File: config.mk
export PLATFORM = sky130hd
export DESIGN_NAME = page_entry_classifier_stats_flat
export DESIGN_NICKNAME = d
export VERILOG_FILES = /design/src/design/pecs_pkg.sv /design/src/design/pecs_req_if.sv /design/src/design/pecs_rsp_if.sv /design/src/design/pecs_classifier.sv /design/src/design/pecs_counter_bank.sv /design/src/design/pecs_result_reg.sv /design/src/design/page_entry_classifier_stats.sv /design/src/flat_wrapper.sv
export SDC_FILE = /design/constraint.sdc
export NUM_CORES = 2
export LEC_CHECK = 0
export BUFFER_PORTS_ARGS = -buffer_cell sky130_fd_sc_hd__buf_2
export CORE_MARGIN = 2
export CORE_UTILIZATION = 50
export CTS_BUF_LIST = sky130_fd_sc_hd__clkbuf_4 sky130_fd_sc_hd__clkbuf_8
export DETAILED_ROUTE_END_ITERATION = 12
export PLACE_DENSITY = 0.7
export SYNTH_ARGS = -nofsm -noshare
export SYNTH_HDL_FRONTEND = slang
export SYNTH_SLANG_ARGS = --single-unit
File: constraint.sdc
create_clock -name clk -period 9.12 [get_ports clk]
set_clock_uncertainty 0.05 [all_clocks]
set_input_delay 1.368 -clock clk [delete_from_list [all_inputs] [get_ports clk]]
set_output_delay 1.368 -clock clk [all_outputs]
set_load 0.01 [all_outputs]
File: src/design/pecs_pkg.sv
// Shared types and constants for the page entry classifier with statistics.
// Used by the classifier, the counter bank, the result register, the top level and the bench.
// No dependencies.
`default_nettype none

package pecs_pkg;

    localparam int NUM_CTR           = 29;
    localparam int CTR_IDX_W         = 5;
    localparam int COUNTER_WIDTH_DEF = 32;
    localparam int CTR_FLAG_BASE     = 6;
    localparam int NUM_FLAGS         = 8;

    // counter indexes
    localparam int CTR_INV_TOP     = 0;
    localparam int CTR_INV_PTR     = 1;
    localparam int CTR_INV_DIR     = 2;
    localparam int CTR_LARGE_PTR   = 3;
    localparam int CTR_LARGE_DIR   = 4;
    localparam int CTR_VALID       = 5;
    localparam int CTR_DZ_PROTO    = 14;
    localparam int CTR_DZ          = 15;
    localparam int CTR_PF_PROTO    = 16;
    localparam int CTR_PF          = 17;
    localparam int CTR_TRANS_PROTO = 18;
    localparam int CTR_VALID_PROTO = 19;
    localparam int CTR_MAPPED      = 20;
    localparam int CTR_MAPPED_PROTO= 21;
    localparam int CTR_UNK_PROTO   = 22;
    localparam int CTR_TRANS       = 23;
    localparam int CTR_PROTO_VAD   = 24;
    localparam int CTR_UNKNOWN     = 25;
    localparam int CTR_EMPTY       = 26;
    localparam int CTR_MODNOWR     = 27;
    localparam int CTR_MODNOWR_PROTO = 28;

    typedef enum logic [1:0] {
        REQ_CLASSIFY = 2'd0,
        REQ_READ     = 2'd1,
        REQ_CLEAR    = 2'd2
    } req_type_t;

    typedef enum logic [3:0] {
        MC_NONE       = 4'd0,
        MC_INVALID    = 4'd1,
        MC_LARGE      = 4'd2,
        MC_EMPTY      = 4'd3,
        MC_VALID      = 4'd4,
        MC_TRANSITION = 4'd5,
        MC_MODNOWRITE = 4'd6,
        MC_MAPPED     = 4'd7,
        MC_VAD        = 4'd8,
        MC_PROTO      = 4'd9,
        MC_DZ         = 4'd10,
        MC_PAGEFILE   = 4'd11,
        MC_UNKNOWN    = 4'd12
    } main_class_t;

    typedef enum logic [2:0] {
        PC_NONE       = 3'd0,
        PC_VALID      = 3'd1,
        PC_TRANSITION = 3'd2,
        PC_MODNOWRITE = 3'd3,
        PC_MAPPED     = 3'd4,
        PC_UNKNOWN    = 3'd5,
        PC_DZ         = 3'd6,
        PC_PAGEFILE   = 3'd7
    } proto_class_t;

    // classifier decision for one request, handed to the counter bank
    typedef struct packed {
        logic                 read;
        logic                 clear;
        main_class_t          main_class;
        proto_class_t         proto_class;
        logic [NUM_FLAGS-1:0] flag_main;
        logic [NUM_FLAGS-1:0] flag_proto;
        logic [NUM_CTR-1:0]   class_bump;
    } pecs_cls_t;

endpackage

`default_nettype wire

File: src/design/pecs_req_if.sv
// Request channel: valid/ready handshake with the classifier request payload.
// Depends on nothing.
`default_nettype none

interface pecs_req_if;
    logic        valid;
    logic        ready;
    logic [1:0]  req_type;
    logic [1:0]  entry_level;
    logic [63:0] entry_value;
    logic [63:0] proto_value;
    logic [11:0] vaddr_low;
    logic [4:0]  counter_index;

    modport source (
        output valid, req_type, entry_level, entry_value, proto_value, vaddr_low,
               counter_index,
        input  ready
    );

    modport sink (
        input  valid, req_type, entry_level, entry_value, proto_value, vaddr_low,
               counter_index,
        output ready
    );
endinterface

`default_nettype wire

File: src/design/pecs_rsp_if.sv
// Result channel: valid/ready handshake with the classification result payload.
// Depends on nothing.
`default_nettype none

interface pecs_rsp_if;
    logic        valid;
    logic        ready;
    logic [3:0]  main_class;
    logic [2:0]  proto_class;
    logic [7:0]  flag_bits;
    logic [31:0] counter_value;

    modport source (
        output valid, main_class, proto_class, flag_bits, counter_value,
        input  ready
    );

    modport sink (
        input  valid, main_class, proto_class, flag_bits, counter_value,
        output ready
    );
endinterface

`default_nettype wire

File: src/design/pecs_classifier.sv
// Combinational classification of one request: entry class, prototype class,
// flag bits and the counters to bump. Depends on pecs_pkg.
`default_nettype none

module pecs_classifier (
    input  wire logic [1:0]      req_type,
    input  wire logic [1:0]      entry_level,
    input  wire logic [63:0]     entry_value,
    input  wire logic [63:0]     proto_value,
    input  wire logic [11:0]     vaddr_low,
    output pecs_pkg::pecs_cls_t  cls
);
    import pecs_pkg::*;

    localparam logic [1:0] LVL_LAST = 2'd0;
    localparam logic [1:0] LVL_DIR  = 2'd1;
    localparam logic [1:0] LVL_PTR  = 2'd2;
    localparam logic [1:0] LVL_TOP  = 2'd3;

    function automatic logic is_trans(input logic [63:0] v);
        return (v != 64'd0) && v[11] && !v[10];
    endfunction

    function automatic logic is_pres(input logic [63:0] v);
        return (v != 64'd0) && (v[0] || is_trans(v));
    endfunction

    function automatic logic is_prototype(input logic [63:0] v);
        return (v != 64'd0) && v[10] && !v[11];
    endfunction

    function automatic logic is_pfile(input logic [63:0] v);
        return (v != 64'd0) && !v[10];
    endfunction

    function automatic logic is_subsec(input logic [63:0] v);
        return (v[63:32] != 32'd0) && (v[4:1] == 4'd0) && (v[31:11] == 21'd0);
    endfunction

    // page-aligned offset plus low address bits cannot wrap, so zero means both zero
    function automatic logic pfile_zero(input logic [63:0] v, input logic [11:0] vlow);
        return (v[31:12] == 20'd0) && (vlow == 12'd0);
    endfunction

    function automatic logic [7:0] flags_of(input logic [63:0] v);
        return {v[9], v[6], v[5], ~v[4], ~v[3], ~v[2], v[1], v[8]};
    endfunction

    always_comb
    begin
        cls = '0;
        cls.main_class  = MC_NONE;
        cls.proto_class = PC_NONE;
        case (req_type)
            REQ_READ:
            begin
                cls.read = 1'b1;
            end
            REQ_CLEAR:
            begin
                cls.clear = 1'b1;
            end
            REQ_CLASSIFY:
            begin
                if (entry_level != LVL_LAST)
                begin
                    if (!is_pres(entry_value) && entry_value != 64'd0)
                    begin
                        cls.main_class = MC_INVALID;
                        if (entry_level == LVL_TOP)
                            cls.class_bump[CTR_INV_TOP] = 1'b1;
                        else if (entry_level == LVL_PTR)
                            cls.class_bump[CTR_INV_PTR] = 1'b1;
                        else
                            cls.class_bump[CTR_INV_DIR] = 1'b1;
                    end
                    else if (entry_level != LVL_TOP && entry_value[7])
                    begin
                        cls.main_class = MC_LARGE;
                        if (entry_level == LVL_PTR)
                            cls.class_bump[CTR_LARGE_PTR] = 1'b1;
                        else if (entry_level == LVL_DIR)
                            cls.class_bump[CTR_LARGE_DIR] = 1'b1;
                    end
                end
                else if (entry_value == 64'd0)
                begin
                    cls.main_class = MC_EMPTY;
                    cls.class_bump[CTR_EMPTY] = 1'b1;
                end
                else
                begin
                    cls.flag_main = flags_of(entry_value);
                    if (is_pres(entry_value))
                    begin
                        if (is_trans(entry_value))
                        begin
                            if (entry_value[6])
                            begin
                                cls.main_class = MC_MODNOWRITE;
                                cls.class_bump[CTR_MODNOWR] = 1'b1;
                            end
                            else
                            begin
                                cls.main_class = MC_TRANSITION;
                                cls.class_bump[CTR_TRANS] = 1'b1;
                            end
                        end
                        else
                        begin
                            cls.main_class = MC_VALID;
                            cls.class_bump[CTR_VALID] = 1'b1;
                        end
                    end
                    else if (is_prototype(entry_value))
                    begin
                        if (is_subsec(entry_value))
                        begin
                            cls.main_class = MC_MAPPED;
                            cls.class_bump[CTR_MAPPED] = 1'b1;
                        end
                        else if (entry_value[63:32] == 32'hFFFF_FFFF)
                        begin
                            cls.main_class = MC_VAD;
                            cls.class_bump[CTR_PROTO_VAD] = 1'b1;
                        end
                        else
                        begin
                            // second pass on the prototype entry
                            cls.main_class = MC_PROTO;
                            cls.flag_proto = flags_of(proto_value);
                            if (is_pres(proto_value))
                            begin
                                if (is_trans(proto_value))
                                begin
                                    if (proto_value[6])
                                    begin
                                        cls.proto_class = PC_MODNOWRITE;
                                        cls.class_bump[CTR_MODNOWR_PROTO] = 1'b1;
                                    end
                                    else
                                    begin
                                        cls.proto_class = PC_TRANSITION;
                                        cls.class_bump[CTR_TRANS_PROTO] = 1'b1;
                                    end
                                end
                                else
                                begin
                                    cls.proto_class = PC_VALID;
                                    cls.class_bump[CTR_VALID_PROTO] = 1'b1;
                                end
                            end
                            else if (is_prototype(proto_value))
                            begin
                                if (is_subsec(proto_value))
                                begin
                                    cls.proto_class = PC_MAPPED;
                                    cls.class_bump[CTR_MAPPED_PROTO] = 1'b1;
                                end
                                else
                                begin
                                    cls.proto_class = PC_UNKNOWN;
                                    cls.class_bump[CTR_UNK_PROTO] = 1'b1;
                                end
                            end
                            else if (is_pfile(proto_value))
                            begin
                                if (pfile_zero(proto_value, vaddr_low))
                                begin
                                    cls.proto_class = PC_DZ;
                                    cls.class_bump[CTR_DZ_PROTO] = 1'b1;
                                end
                                else
                                begin
                                    cls.proto_class = PC_PAGEFILE;
                                    cls.class_bump[CTR_PF_PROTO] = 1'b1;
                                end
                            end
                            else
                            begin
                                cls.proto_class = PC_UNKNOWN;
                                cls.class_bump[CTR_UNK_PROTO] = 1'b1;
                            end
                        end
                    end
                    else if (is_pfile(entry_value))
                    begin
                        if (pfile_zero(entry_value, vaddr_low))
                        begin
                            cls.main_class = MC_DZ;
                            cls.class_bump[CTR_DZ] = 1'b1;
                        end
                        else
                        begin
                            cls.main_class = MC_PAGEFILE;
                            cls.class_bump[CTR_PF] = 1'b1;
                        end
                    end
                    else
                    begin
                        cls.main_class = MC_UNKNOWN;
                        cls.class_bump[CTR_UNKNOWN] = 1'b1;
                    end
                end
            end
            default:
            begin
                cls = '0;
            end
        endcase
    end

endmodule

`default_nettype wire

File: src/design/pecs_counter_bank.sv
// Bank of saturating statistic counters with clear-all and one read port.
// Depends on pecs_pkg.
`default_nettype none

module pecs_counter_bank #(
    parameter int COUNTER_WIDTH = pecs_pkg::COUNTER_WIDTH_DEF
) (
    input  wire logic                          clk,
    input  wire logic                          rst_n,
    input  wire logic                          upd_en,
    input  wire pecs_pkg::pecs_cls_t           cls,
    input  wire logic [pecs_pkg::CTR_IDX_W-1:0] rd_idx,
    output logic [31:0]                        rd_value
);
    import pecs_pkg::*;

    logic [COUNTER_WIDTH-1:0] ctr_reg  [NUM_CTR];
    logic [COUNTER_WIDTH-1:0] ctr_next [NUM_CTR];

    // a flag counter can take one from the entry and one from its prototype
    for (genvar i = 0; i < NUM_CTR; i++)
    begin : g_ctr
        logic [1:0]             inc;
        logic [COUNTER_WIDTH:0] sum;

        if (i >= CTR_FLAG_BASE && i < CTR_FLAG_BASE + NUM_FLAGS)
        begin : g_flag
            assign inc = {1'b0, cls.class_bump[i]}
                       + {1'b0, cls.flag_main[i - CTR_FLAG_BASE]}
                       + {1'b0, cls.flag_proto[i - CTR_FLAG_BASE]};
        end
        else
        begin : g_class
            assign inc = {1'b0, cls.class_bump[i]};
        end

        assign sum = {1'b0, ctr_reg[i]} + (COUNTER_WIDTH + 1)'(inc);

        always_comb
        begin
            if (cls.clear)
                ctr_next[i] = '0;
            else if (sum[COUNTER_WIDTH])
                ctr_next[i] = '1;
            else
                ctr_next[i] = sum[COUNTER_WIDTH-1:0];
        end
    end

    always_ff @(posedge clk or negedge rst_n)
    begin
        if (!rst_n)
        begin
            for (int i = 0; i < NUM_CTR; i++)
                ctr_reg[i] <= '0;
        end
        else if (upd_en)
        begin
            for (int i = 0; i < NUM_CTR; i++)
                ctr_reg[i] <= ctr_next[i];
        end
    end

    assign rd_value = (rd_idx < CTR_IDX_W'(NUM_CTR)) ? 32'(ctr_reg[rd_idx]) : 32'd0;

    a_clear_zeroes: assert property (@(posedge clk) disable iff (!rst_n)
        upd_en && cls.clear |=> ctr_reg[CTR_VALID] == '0 && ctr_reg[CTR_FLAG_BASE] == '0)
        else $error("counters not cleared");

    a_monotone: assert property (@(posedge clk) disable iff (!rst_n)
        !(upd_en && cls.clear) |=> ctr_reg[CTR_FLAG_BASE] >= $past(ctr_reg[CTR_FLAG_BASE]))
        else $error("counter went backwards without a clear");

    a_read_hold: assert property (@(posedge clk) disable iff (!rst_n)
        !upd_en |=> $stable(ctr_reg[CTR_EMPTY]))
        else $error("counter changed without an update");

endmodule

`default_nettype wire

File: src/design/pecs_result_reg.sv
// Result register stage: holds one finished result until the sink takes it.
// Depends on pecs_pkg.
`default_nettype none

module pecs_result_reg (
    input  wire logic          clk,
    input  wire logic          rst_n,
    input  wire logic          load,
    input  wire logic          load_valid,
    input  wire pecs_pkg::pecs_cls_t cls,
    input  wire logic [31:0]   rd_value,
    output logic               advance,
    pecs_rsp_if.source         rsp
);
    import pecs_pkg::*;

    logic        valid_reg;
    logic [3:0]  main_class_reg;
    logic [2:0]  proto_class_reg;
    logic [7:0]  flag_bits_reg;
    logic [31:0] counter_value_reg;

    assign advance = !valid_reg || rsp.ready;

    always_ff @(posedge clk or negedge rst_n)
    begin
        if (!rst_n)
            valid_reg <= 1'b0;
        else if (advance)
            valid_reg <= load_valid;
    end

    always_ff @(posedge clk)
    begin
        if (advance && load && load_valid)
        begin
            main_class_reg    <= cls.main_class;
            proto_class_reg   <= cls.proto_class;
            flag_bits_reg     <= cls.flag_main;
            counter_value_reg <= cls.read ? rd_value : 32'd0;
        end
    end

    assign rsp.valid         = valid_reg;
    assign rsp.main_class    = main_class_reg;
    assign rsp.proto_class   = proto_class_reg;
    assign rsp.flag_bits     = flag_bits_reg;
    assign rsp.counter_value = counter_value_reg;

    a_proto_only: assert property (@(posedge clk) disable iff (!rst_n)
        valid_reg && main_class_reg != MC_PROTO |-> proto_class_reg == PC_NONE)
        else $error("prototype class without prototype entry");

    a_read_alone: assert property (@(posedge clk) disable iff (!rst_n)
        valid_reg && counter_value_reg != 32'd0 |-> main_class_reg == MC_NONE
            && flag_bits_reg == 8'd0)
        else $error("counter value on a classify result");

    a_hold: assert property (@(posedge clk) disable iff (!rst_n)
        valid_reg && !rsp.ready |=> valid_reg && $stable(main_class_reg)
            && $stable(counter_value_reg))
        else $error("stalled result changed");

endmodule

`default_nettype wire

File: src/design/page_entry_classifier_stats.sv
// Page entry classifier with statistic counters.
//
// Requests arrive on req (valid/ready). Each carries a request type: classify
// an entry, read one counter, or clear all counters. Every request gives
// exactly one result on rsp (valid/ready): main class, prototype class, flag
// bits of the main entry and, for a read, the low 32 bits of the counter.
//
// A request accepted on req is held in the input register and classified from
// there; when the result register takes it, the counters update and the result
// is loaded, valid on rsp from then on. Throughput is one request per cycle
// while rsp is not stalled; the counter bank updates in the same cycle as the
// result register loads, so a read sees every earlier request.
//
// A stalled rsp holds its result; one further request waits in the input
// register and req.ready drops only when both stages are full.
// Reset clears both stage valids and all 29 counters at once; a clear request
// zeroes them all together. Counters saturate at their maximum.
`default_nettype none

module page_entry_classifier_stats #(
    parameter int COUNTER_WIDTH = pecs_pkg::COUNTER_WIDTH_DEF
) (
    input  wire logic  clk,
    input  wire logic  rst_n,
    pecs_req_if.sink   req,
    pecs_rsp_if.source rsp
);
    import pecs_pkg::*;

    logic        s1_valid_reg;
    logic [1:0]  s1_req_type_reg;
    logic [1:0]  s1_level_reg;
    logic [63:0] s1_entry_reg;
    logic [63:0] s1_proto_reg;
    logic [11:0] s1_vlow_reg;
    logic [4:0]  s1_idx_reg;

    logic        s1_adv;
    pecs_cls_t   cls;
    logic [31:0] rd_value;

    assign req.ready = !s1_valid_reg || s1_adv;

    always_ff @(posedge clk or negedge rst_n)
    begin
        if (!rst_n)
            s1_valid_reg <= 1'b0;
        else if (req.ready)
            s1_valid_reg <= req.valid;
    end

    always_ff @(posedge clk)
    begin
        if (req.ready && req.valid)
        begin
            s1_req_type_reg <= req.req_type;
            s1_level_reg    <= req.entry_level;
            s1_entry_reg    <= req.entry_value;
            s1_proto_reg    <= req.proto_value;
            s1_vlow_reg     <= req.vaddr_low;
            s1_idx_reg      <= req.counter_index;
        end
    end

    pecs_classifier u_classifier (
        .req_type    (s1_req_type_reg),
        .entry_level (s1_level_reg),
        .entry_value (s1_entry_reg),
        .proto_value (s1_proto_reg),
        .vaddr_low   (s1_vlow_reg),
        .cls         (cls)
    );

    pecs_counter_bank #(
        .COUNTER_WIDTH (COUNTER_WIDTH)
    ) u_counters (
        .clk      (clk),
        .rst_n    (rst_n),
        .upd_en   (s1_valid_reg && s1_adv),
        .cls      (cls),
        .rd_idx   (s1_idx_reg),
        .rd_value (rd_value)
    );

    pecs_result_reg u_result (
        .clk        (clk),
        .rst_n      (rst_n),
        .load       (s1_adv),
        .load_valid (s1_valid_reg),
        .cls        (cls),
        .rd_value   (rd_value),
        .advance    (s1_adv),
        .rsp        (rsp)
    );

    a_s1_hold: assert property (@(posedge clk) disable iff (!rst_n)
        s1_valid_reg && !s1_adv |=> s1_valid_reg && $stable(s1_entry_reg))
        else $error("input stage dropped a stalled request");

    a_one_class: assert property (@(posedge clk) disable iff (!rst_n)
        s1_valid_reg |-> $onehot0(cls.class_bump))
        else $error("more than one class counter bumped");

    a_ready_when_free: assert property (@(posedge clk) disable iff (!rst_n)
        !rsp.valid |-> req.ready)
        else $error("request refused with result stage empty");

endmodule

`default_nettype wire

File: src/flat_wrapper.sv
// flat-port wrapper written by rule: the top's interface ports become plain ports
module page_entry_classifier_stats_flat import pecs_pkg::*;
#(
    parameter int COUNTER_WIDTH = pecs_pkg::COUNTER_WIDTH_DEF
)
  (clk, rst_n, req_valid, req_req_type, req_entry_level, req_entry_value, req_proto_value, req_vaddr_low, req_counter_index, req_ready, rsp_valid, rsp_main_class, rsp_proto_class, rsp_flag_bits, rsp_counter_value, rsp_ready);
  pecs_req_if req_i ();
  pecs_rsp_if rsp_i ();
  input  wire logic clk;
  input  wire logic rst_n;
  input wire logic [$bits(req_i.valid)-1:0] req_valid;
  input wire logic [$bits(req_i.req_type)-1:0] req_req_type;
  input wire logic [$bits(req_i.entry_level)-1:0] req_entry_level;
  input wire logic [$bits(req_i.entry_value)-1:0] req_entry_value;
  input wire logic [$bits(req_i.proto_value)-1:0] req_proto_value;
  input wire logic [$bits(req_i.vaddr_low)-1:0] req_vaddr_low;
  input wire logic [$bits(req_i.counter_index)-1:0] req_counter_index;
  output wire logic [$bits(req_i.ready)-1:0] req_ready;
  output wire logic [$bits(rsp_i.valid)-1:0] rsp_valid;
  output wire logic [$bits(rsp_i.main_class)-1:0] rsp_main_class;
  output wire logic [$bits(rsp_i.proto_class)-1:0] rsp_proto_class;
  output wire logic [$bits(rsp_i.flag_bits)-1:0] rsp_flag_bits;
  output wire logic [$bits(rsp_i.counter_value)-1:0] rsp_counter_value;
  input wire logic [$bits(rsp_i.ready)-1:0] rsp_ready;
  assign req_i.valid = req_valid;
  assign req_i.req_type = req_req_type;
  assign req_i.entry_level = req_entry_level;
  assign req_i.entry_value = req_entry_value;
  assign req_i.proto_value = req_proto_value;
  assign req_i.vaddr_low = req_vaddr_low;
  assign req_i.counter_index = req_counter_index;
  assign req_ready = req_i.ready;
  assign rsp_valid = rsp_i.valid;
  assign rsp_main_class = rsp_i.main_class;
  assign rsp_proto_class = rsp_i.proto_class;
  assign rsp_flag_bits = rsp_i.flag_bits;
  assign rsp_counter_value = rsp_i.counter_value;
  assign rsp_i.ready = rsp_ready;
  page_entry_classifier_stats #(.COUNTER_WIDTH(COUNTER_WIDTH)) u_core (.clk(clk), .rst_n(rst_n), .req(req_i), .rsp(rsp_i));
endmodule
==> flow_summary_export.csv <==
group,metric,value,unit
status,status,"complete, no violations",
logic_synthesis,ys_seq_area_frac,0.4477,
logic_synthesis,ys_types,94,
sta,rsz0062_at_grt,"no",
worst_setup_path,critPathMaxFanout,15,
sta,fmax,167.9,MHz
logic_synthesis,syn_nets,7208,
final_layout,drive_above_1_share,0.1235,
grt,grt_overflow_total,0,
clocking,cts.clk_slew.worst_paths,0.06,ns
sta,tns,0,ns
clocking,cts_buffers,196,
sta,timing.hold.ws,0.3477,ns
logic_synthesis,synth_edf_count,196,
logic_synthesis,synthSimpleGateAreaFrac,0.2313,
sta,hold_violations,0,
grt,antenna_found_initial,13,
clocking,cts_setup_buffers,0,
worst_hold_path,hold_class,"in2async",
logic_synthesis,postSynthAreaPerCell,9.307,sq um
sta,min_period,5.954,ns
final_layout,fillerInstances,11510,
placement,port_buffers,201,
logic_synthesis,synthMostInstantiatedCell,"dfrtp_1",
clocking,cts_root_buf,"clkbuf_8",
floorplanning,core_area,129300,sq um
logic_synthesis,ys_ff_latch,1126,
worst_setup_path,crit_path_end_kind,"flip-flop",
final_layout,syn_to_final_growth,10.31,%
routing,num_vias,62620,
floorplanning,initial_core_util,0.5036,
clocking,h-tree-depth,4,
clocking,insertion_delay,0.98,ns
logic_synthesis,synth_area,65120,sq um
final_layout,finalInstanceArea,71840,sq um
worst_setup_path,worstPathArrival,6.78,ns
logic_synthesis,synth_xor_area_frac,0.0004035,
logic_synthesis,yosys.area_share.adder,0.01222,
routing,drt_iter0_markers,9234,
routing,wl_per_cell,26.38,microns
floorplanning,die_area,133200,sq um
logic_synthesis,synth_top_family_by_area,"simple AND/OR/NAND/NOR gates",
logic_synthesis,ys_async_sr_fraction,0.8259,
final_layout,largest_register_ffs,928,
routing,dr.pass1.iters,9,
floorplanning,row_count,132,
logic_synthesis,synthCells,6997,
worst_setup_path,critPathLaunchType,"flip-flop",
power_and_ir_drop,power.density,157.1,nW/um^2
placement,gp_congestion,1.045,
clocking,cts_tree,"built",
flow_run,cap_violations,0,
floorplanning,num_io_pins,202,
routing,drtAntennaViolNets,0,
logic_synthesis,synth_compound_area_frac,0.1964,
routing,drt_wl_total,236400,microns
logic_synthesis,synth_area_leaders,"dfrtp_1, edfxtp_1, mux4_2",
logic_synthesis,ys.flop_type,"dfrtp_1",
final_layout,finalNetCount,7258,
sta,finalCritPeriodShare,0.6529,
floorplanning,die_x,364.9,microns
logic_synthesis,yosys_warnings,0,
sta,setup_viol,0,
grt,grt_start_max_net_pins,207,
logic_synthesis,yosys-mux-area-fraction,0.08087,
clocking,hold_buffers,0,
sta,maxSlewViolCount,0,
placement,post_dp_cell_area,67430,sq um
grt,grt_pass1_wl,358300,microns
grt,grt_usage,0.3513,
power_and_ir_drop,p_leak,28.54,nW
clocking,ctsResizeCount,0,
clocking,clock-sinks,1126,
sta,slew_headroom,0.1278,
worst_setup_path,path_class,"reg2reg",
floorplanning,die_h,364.9,microns
worst_setup_path,cp_data_required_time,9.94,ns
placement,hpwlAfterDp,165600,microns
logic_synthesis,synth_common_cells,"dfrtp_1, nor2_1, nand2_1, a21oi_1, o21ai_0",
clocking,cts_buffer_depth,3,
grt,grt_pass1_vias,57540,
routing,remaining_drc_errors,0,
logic_synthesis,synth_top_area_cell,"dfrtp_1",
logic_synthesis,yosysTopAreaCellShare,0.3574,
sta,worstMarginPinSlew,1.298,ns
routing,via_per_inst,6.987,
power_and_ir_drop,ir_worst_vdd,176.8,uV
==> placed cells by master, fill, tap and decap left out, types with 23 or more instances in the layout <==
cell	Yosys	routed
o211a_1	32	32
o22ai_1	45	45
nor4_1	131	129
o21ai_0	412	412
a311oi_1	135	135
o31ai_1	23	23
clkbuf_4	0	65
nand2_1	544	541
a211oi_1	127	127
inv_1	88	87
clkinv_2	0	25
nor3_1	385	384
nand4_1	193	193
dfrtp_1	930	930
nor2_1	701	699
o221ai_1	109	109
a21oi_1	539	539
edfxtp_1	196	196
or3_1	28	28
ha_1	50	50
a31oi_1	310	310
mux2i_1	213	213
mux4_2	138	138
o22a_1	41	41
a41oi_1	65	65
clkbuf_8	0	257
buf_2	71	200
and4_1	103	103
and2_1	71	70
and3_1	260	260
buf_4	0	61
nand3_1	394	394
==> critical path: stages (launching register included) <==
cell      delay (ns)
edfxtp_1        0.40
nor4_1          0.33
nand4_1         0.17
nor2_1          0.37
o21ai_2         0.43
nand2b_1        0.35
nor4b_1         0.86
buf_4           0.29
ha_1            0.20
nand3_1         0.15
nor4_2          0.79
nand4_1         0.81
and3_1          0.47
a211oi_1        0.24
==> report_power, final <==
part	switching (mW)	internal, mW	total (mW)
sequential	0.0499	5.21	5.26
combinational	0.667	0.196	0.863
clock	2.29	2.88	5.17
total	3.00	8.29	11.3
==> path summary, 6_finish.rpt <==
| kind | slack [ns] | end | from | cells after the start |
|---|---|---|---|---|
| setup / recovery | 3.17 | u_core.u_counters.ctr_reg[403] | u_core.s1_entry_reg[38] | 13 |
| hold / removal | 0.35 | u_core.u_counters.ctr_reg[445] | rst_n | 1 |
| setup reg to reg | 3.17 | u_core.u_counters.ctr_reg[403] | u_core.s1_entry_reg[38] | 13 |
| hold reg to reg | 0.46 | u_core.u_counters.ctr_reg[362] | u_core.u_counters.ctr_reg[362] | 1 |
| max in group asynchronous | 6.68 | u_core.u_counters.ctr_reg[73] | rst_n | 3 |
| min in group clk | 0.46 | u_core.u_counters.ctr_reg[362] | u_core.u_counters.ctr_reg[362] | 1 |
==> routing by layer <==
layer	part of all wire	routed length, microns	track usage	vias up
met1	0.40	93820	0.4923	30500
li1	-	-	-	27410
met5	0.00025	58	0	-
met2	0.42	99200	0.4979	4077
met3	0.14	32170	0.1101	625
met4	0.047	11190	0.1557	8
==> stage by stage <==
step | utilization | setup slack [ns] | total power, mW | cells
after floorplan | - | 3.358 | 5.800 | 6997
after global placement | 0.5214 | 3.469 | 6.180 | 8591
after detailed placement | 0.5214 | 3.366 | 6.188 | 8591
after CTS | 0.5554 | 3.380 | 11.31 | 8959
after global routing | 0.5555 | 2.873 | 11.63 | 8961
final | 0.5555 | 3.166 | 11.29 | 8963
==> layout make-up <==
type,instances,area [sq um],area share
Tap cell,1742,2180,0.03034
Clock buffer,322,4025,0.05603
Sequential cell,1126,29160,0.4059
Timing Repair Buffer,274,1714,0.02386
Inverter,91,349.1,0.004859
Multi-Input combinational cell,5358,34030,0.4737
Antenna cell,4,10.01,0.0001393
Clock inverter,46,372.9,0.005190
==> logic make-up (layout without fill, tap and decap cells) <==
| group | Yosys count | count (layout) |
|---|---|---|
| DFF | 1126 | 1126 |
| muxes | 352 | 352 |
| other | 0 | 4 |
| AOI/OAI and AO/OA | 1982 | 1982 |
| adders and majority gates | 59 | 59 |
| xor gates and xnor gates | 3 | 3 |
| buffers and inverters | 513 | 733 |
| and+or+nand+nor | 2962 | 2962 |
No activity file was read; power rests on OpenSTA's default activity.
